`src/hfd_pkg.sv`:
```
package hfd_pkg;

   localparam int HFD_NODE_COUNT = 256;

   typedef enum logic [1:0] {
      OP_WRITE  = 2'd0,
      OP_DECODE = 2'd1,
      OP_FLUSH  = 2'd2,
      OP_NONE   = 2'd3
   } op_type;

   typedef struct packed {
      logic [7:0] right_child;
      logic       right_present;
      logic [7:0] left_child;
      logic       left_present;
      logic [7:0] symbol;
   } node_type;

   typedef struct packed {
      op_type     op;
      logic       code_bit;
      logic [7:0] node_index;
      node_type   node;
   } item_type;

   typedef struct packed {
      logic       we;
      logic [7:0] idx;
      node_type   node;
   } wr_port_type;

   typedef struct packed {
      logic       valid;
      logic [7:0] symbol;
      logic       flushed;
      logic       bit_dropped;
   } result_type;

endpackage

```
`src/hfd_walk.sv`:
```
module hfd_walk import hfd_pkg::*; (
   input  logic        clock,
   input  logic        reset,
   input  logic        csr_wr_en,
   input  logic [7:0]  csr_wr_data,
   input  logic        req_valid,
   input  item_type    req_item,
   output logic        req_ready,
   output wr_port_type wr,
   output logic [7:0]  rd_cur_idx,
   output logic [7:0]  rd_root_idx,
   input  node_type    cur_node,
   input  node_type    root_node,
   output result_type  res,
   input  logic        res_free
);

   logic       ex_valid_ff;
   item_type   ex_item_ff;
   logic [7:0] cursor_ff;
   logic [7:0] cursor_in;
   logic [7:0] root_ff;
   logic [7:0] root_in;

   logic       cur_has;
   logic [7:0] cur_child;
   logic       root_has;
   logic [7:0] root_child;
   logic       need_out;
   logic       advance;

   always_comb begin
      cur_has    = ex_item_ff.code_bit ? cur_node.right_present : cur_node.left_present;
      cur_child  = ex_item_ff.code_bit ? cur_node.right_child : cur_node.left_child;
      root_has   = ex_item_ff.code_bit ? root_node.right_present : root_node.left_present;
      root_child = ex_item_ff.code_bit ? root_node.right_child : root_node.left_child;

      need_out  = (ex_item_ff.op == OP_DECODE && !cur_has) || (ex_item_ff.op == OP_FLUSH);
      advance   = ex_valid_ff && (!need_out || res_free);
      req_ready = !ex_valid_ff || advance;

      cursor_in = cursor_ff;
      root_in   = root_ff;
      if (csr_wr_en) begin
         root_in   = csr_wr_data;
         cursor_in = csr_wr_data;
      end else if (advance) begin
         unique case (ex_item_ff.op)
            OP_DECODE: begin
               if (cur_has) begin
                  cursor_in = cur_child;
               end else if (root_has) begin
                  cursor_in = root_child;
               end else begin
                  cursor_in = root_ff;
               end
            end
            OP_FLUSH: begin
               cursor_in = root_ff;
            end
            OP_WRITE: begin
               cursor_in = cursor_ff;
            end
            OP_NONE: begin
               cursor_in = cursor_ff;
            end
         endcase
      end

      res.valid       = advance && need_out;
      res.symbol      = cur_node.symbol;
      res.flushed     = ex_item_ff.op == OP_FLUSH;
      res.bit_dropped = ex_item_ff.op == OP_DECODE && !root_has;

      wr.we   = advance && ex_item_ff.op == OP_WRITE;
      wr.idx  = ex_item_ff.node_index;
      wr.node = ex_item_ff.node;

      rd_cur_idx  = cursor_in;
      rd_root_idx = root_in;
   end

   always_ff @(posedge clock) begin
      if (reset) begin
         ex_valid_ff <= 1'b0;
         cursor_ff   <= 8'd0;
         root_ff     <= 8'd0;
      end else begin
         cursor_ff <= cursor_in;
         root_ff   <= root_in;
         if (req_ready) begin
            ex_valid_ff <= req_valid;
         end
      end
      if (req_ready) begin
         ex_item_ff <= req_item;
      end
   end

   a_csr_root: assert property (@(posedge clock) disable iff (reset)
      csr_wr_en |=> (root_ff == $past(csr_wr_data)) && (cursor_ff == root_ff))
      else $error("root write did not restart walk");

   a_flush_root: assert property (@(posedge clock) disable iff (reset)
      (advance && ex_item_ff.op == OP_FLUSH && !csr_wr_en) |=> cursor_ff == root_ff)
      else $error("flush did not return to root");

   a_flag_excl: assert property (@(posedge clock) disable iff (reset)
      res.valid |-> !(res.flushed && res.bit_dropped))
      else $error("flush result flagged as dropped");

   a_stall_hold: assert property (@(posedge clock) disable iff (reset)
      (ex_valid_ff && !advance && !csr_wr_en) |=> $stable(cursor_ff) && ex_valid_ff)
      else $error("stalled item moved the cursor");

endmodule

```
`config.mk`:
```
export PLATFORM = sky130hd
export DESIGN_NAME = hfd_walk
export DESIGN_NICKNAME = d
export VERILOG_FILES = /design/src/hfd_pkg.sv /design/src/hfd_walk.sv
export SDC_FILE = /design/constraint.sdc
export NUM_CORES = 1
export LEC_CHECK = 0
export ABC_AREA = 1
export BUFFER_PORTS_ARGS = -buffer_cell sky130_fd_sc_hd__buf_2
export CAP_MARGIN = 15
export CORE_MARGIN = 1
export CORE_UTILIZATION = 40
export CTS_BUF_LIST = sky130_fd_sc_hd__clkbuf_16
export DETAILED_ROUTE_END_ITERATION = 7
export GPL_TIMING_DRIVEN = 0
export PLACE_DENSITY = 0.77
export REMOVE_ABC_BUFFERS = 1
export SLEW_MARGIN = 10
export SYNTH_ARGS = -nofsm -noshare
export SYNTH_HDL_FRONTEND = slang
export SYNTH_SLANG_ARGS = --single-unit
export TNS_END_PERCENT = 50
```
`constraint.sdc`:
```
create_clock -name clock -period 2.4 [get_ports clock]
set_input_delay 0.6 -clock clock [delete_from_list [all_inputs] [get_ports clock]]
set_output_delay 0.6 -clock clock [all_outputs]
set_load 0.1 [all_outputs]
```
==> metrics <==
Final Wtd Congestion=0.848; Fin. Hold Viols=0; syn_area_per_cell=between 8 and 9 um^2; compound-cell area share of the yosys netlist=about 6.5%; Clock Tree Root=clkbuf_16; first-pass GRT wire length=around 12,000 um; gr ovfl total=0; Unique masters post-synth=20; Synth Area in XOR/XNOR=0%; Slew HR=between 60% and 70%; # rows=30; Fmax=slightly below 0.4 GHz; drt first pass iters=4; fin. max-slew vios=0; IO Count=roughly 170; port bufs=140; fin nets=between 500 and 600; initial drt markers=93; register area share after synthesis=between 50% and 60%; clock period minus worst slack=2.54 ns; largest net degree at the start of global routing=25; CP max FO=7; Final WS setup=-0.136 ns; clk buf depth=2; Avg WL per Cell=about 15 um; most common cell after layout, fill and taps aside=buf_2; failing checks=negative setup slack; Setup Viol. Count Final=8; max cap viols=0; initial antenna violation count=0; ANT cells=0; clock latency on the worst-skew pair=between 0.2 and 0.3 ns; Global Route Usage Sum=a little over a fifth; Mapped Cells=330; measured slew at the worst slew-check pin=around 0.5 ns; CTS Buf Count=5; Area growth syn-to-layout=48.6%; Remaining DRCs=0; Setup crit start=ex_item_ff[36]; RSZ-0062 raised after global routing=yes; WHS=between 0.4 and 0.5 ns; synthesized flop and latch total=54; post-synthesis simple-gate area fraction=between 20% and 30%; CP Capture Type=primary output; Hold Crit Class=in2reg; clk_skew=0.00695 ns; Cell Pwr Density=approximately 670 nW/um^2; clock sink total=54; vias in the first global route=around 2,600; total number of yosys warnings=0; number of H-tree levels=2; commonest cells after routing, fill and taps aside=buf_2 (122), nand2_1 (80), edfxtp_1 (37); Data arrival, critical path=1.94 ns; Worst EP required=between 1.5 and 2 ns; main combinational cell family by area after synthesis=simple AND/OR/NAND/NOR gates; Core ar.=6830 um^2; Initial Util=41.4%; die span in y=~86 um; post-synthesis adder-cell area fraction=1.33%; filler cell count=between 500 and 600; ANT nets after route=0; status=finished, violations left; worst setup path class=reg2out; Die Footprint=7420 um^2; placed cell count=roughly 500; via count=roughly 2,600; Leak=around 2.0 nW; Finished Layout Cells=around 550; WL final=about 8300 um; mux cell area share after synthesis=0%; post-route cell area=about 4200 um^2; Die Width=around 86 um; worst vdd ir=~0.00048 V; Post-Syn Area=between 2000 and 3000 um^2; DP HPWL=between 5000 and 6000 um; CTS tree=built; cts hold-fix bufs=0; setup TNS=-0.915 ns; Worst-path clk slew=approximately 0.07 ns; Pwr Total=between 0.002 and 0.003 W; Vias/cell=between 4 and 5; placed inst area=between 3000 and 4000 um^2; fin crit share=106%; share of layout cells above drive strength 1=a little over half; R2R Path Start=ex_item_ff[34]; Worst Setup Start Kind=flip-flop; HP Start=req_item[5]
where the power goes:
part	internal (W)	leakage, nW	switching (W)
Clock	0.000398	0.0759	0.000338
Sequential	0.00105	0.530	0.0000264
Combinational	0.000268	1.38	0.000734
Total	0.00172	1.98	0.00110
Yosys cell counts:
cell type / count / area [um^2]
nor2_1: 34 / 128
a21oi_2: 1 / 8.76
ha_1: 3 / 37.5
nand2_4: 2 / 22.5
dfxtp_1: 17 / 340
nand3_2: 1 / 10.0
a21oi_1: 24 / 120
nand3_1: 24 / 120
clkbuf_1: 4 / 15.0
nand3_4: 1 / 17.5
edfxtp_1: 37 / 1110
inv_6: 1 / 8.76
o21ai_0: 8 / 40.0
nand2_2: 5 / 31.3
inv_1: 27 / 101
a21oi_4: 1 / 16.3
buf_2: 4 / 20.0
nand2_1: 92 / 345
buf_6: 2 / 22.5
buf_4: 42 / 315
metal layers:
metal	track usage (%)	wire length, um	vias up
li1	-	-	1280
met1	24.2	3280	1224
met2	39.7	4480	90
met3	3.46	451	8
met4	6.06	87	0
met5	0	0	-
critical path, cell delays in order, from the launching register on:
cell	delay, ns
edfxtp_1	0.42
inv_2	0.12
ha_4	0.18
nand3_4	0.12
buf_6	0.17
nor2_4	0.09
nand2_1	0.07
nand3_2	0.09
nand3_2	0.10
nand2_2	0.11
buf_12	0.17
repair_timing:
action | in CTS | in global routing
pin swaps | 17 | 19
setup buffers | 17 | 10
endpoints found under the setup margin | 43 | 20
endpoints found under the hold margin | 0 | 0
gates cloned | 4 | 1
resized for setup | 89 | 33
sequential cells by signal, summed over array words and instances (netlist names):
register and cells:
root_ff 8, wr 34, ex_valid_ff 1, ex_item_ff 3, cursor_ff 8
worst paths after layout:
kind                                 endpoint  slack [ns]  cells past startpoint
worst min register to register     root_ff[7]        0.52                      2
worst min-delay path                    wr[5]        0.48                      1
worst max-delay path            rd_cur_idx[6]       -0.14                     10
worst max register to register   cursor_ff[3]        0.66                     13
cell type report:
| type | instances | area, um^2 | area share (%) |
|---|---|---|---|
| Clock buffer | 5 | 125 | 2.97 |
| Tap cell | 96 | 120 | 2.85 |
| Multi-Input combinational cell | 200 | 1220 | 29.0 |
| Timing Repair Buffer | 168 | 1140 | 27.1 |
| Inverter | 28 | 124 | 2.94 |
| Clock inverter | 3 | 28.8 | 0.684 |
| Sequential cell | 54 | 1450 | 34.5 |
logic make-up after synthesis:
family,after synthesis
compound gates,34
buf+inv,80
simple gates,159
fa+ha+maj,3
flops,54
metrics by stage:
| step | worst slack, ns | utilization, % |
|---|---|---|
| 2_1_floorplan | -1.81 | - |
| 3_3_place_gp | -1.57 | 48.0 |
| 3_5_place_dp | -0.750 | 48.5 |
| 4_1_cts | -0.138 | 58.4 |
| 5_1_grt | -0.255 | 61.6 |
| 6_report | -0.136 | 61.6 |
(Power assumes the default switching activity.)
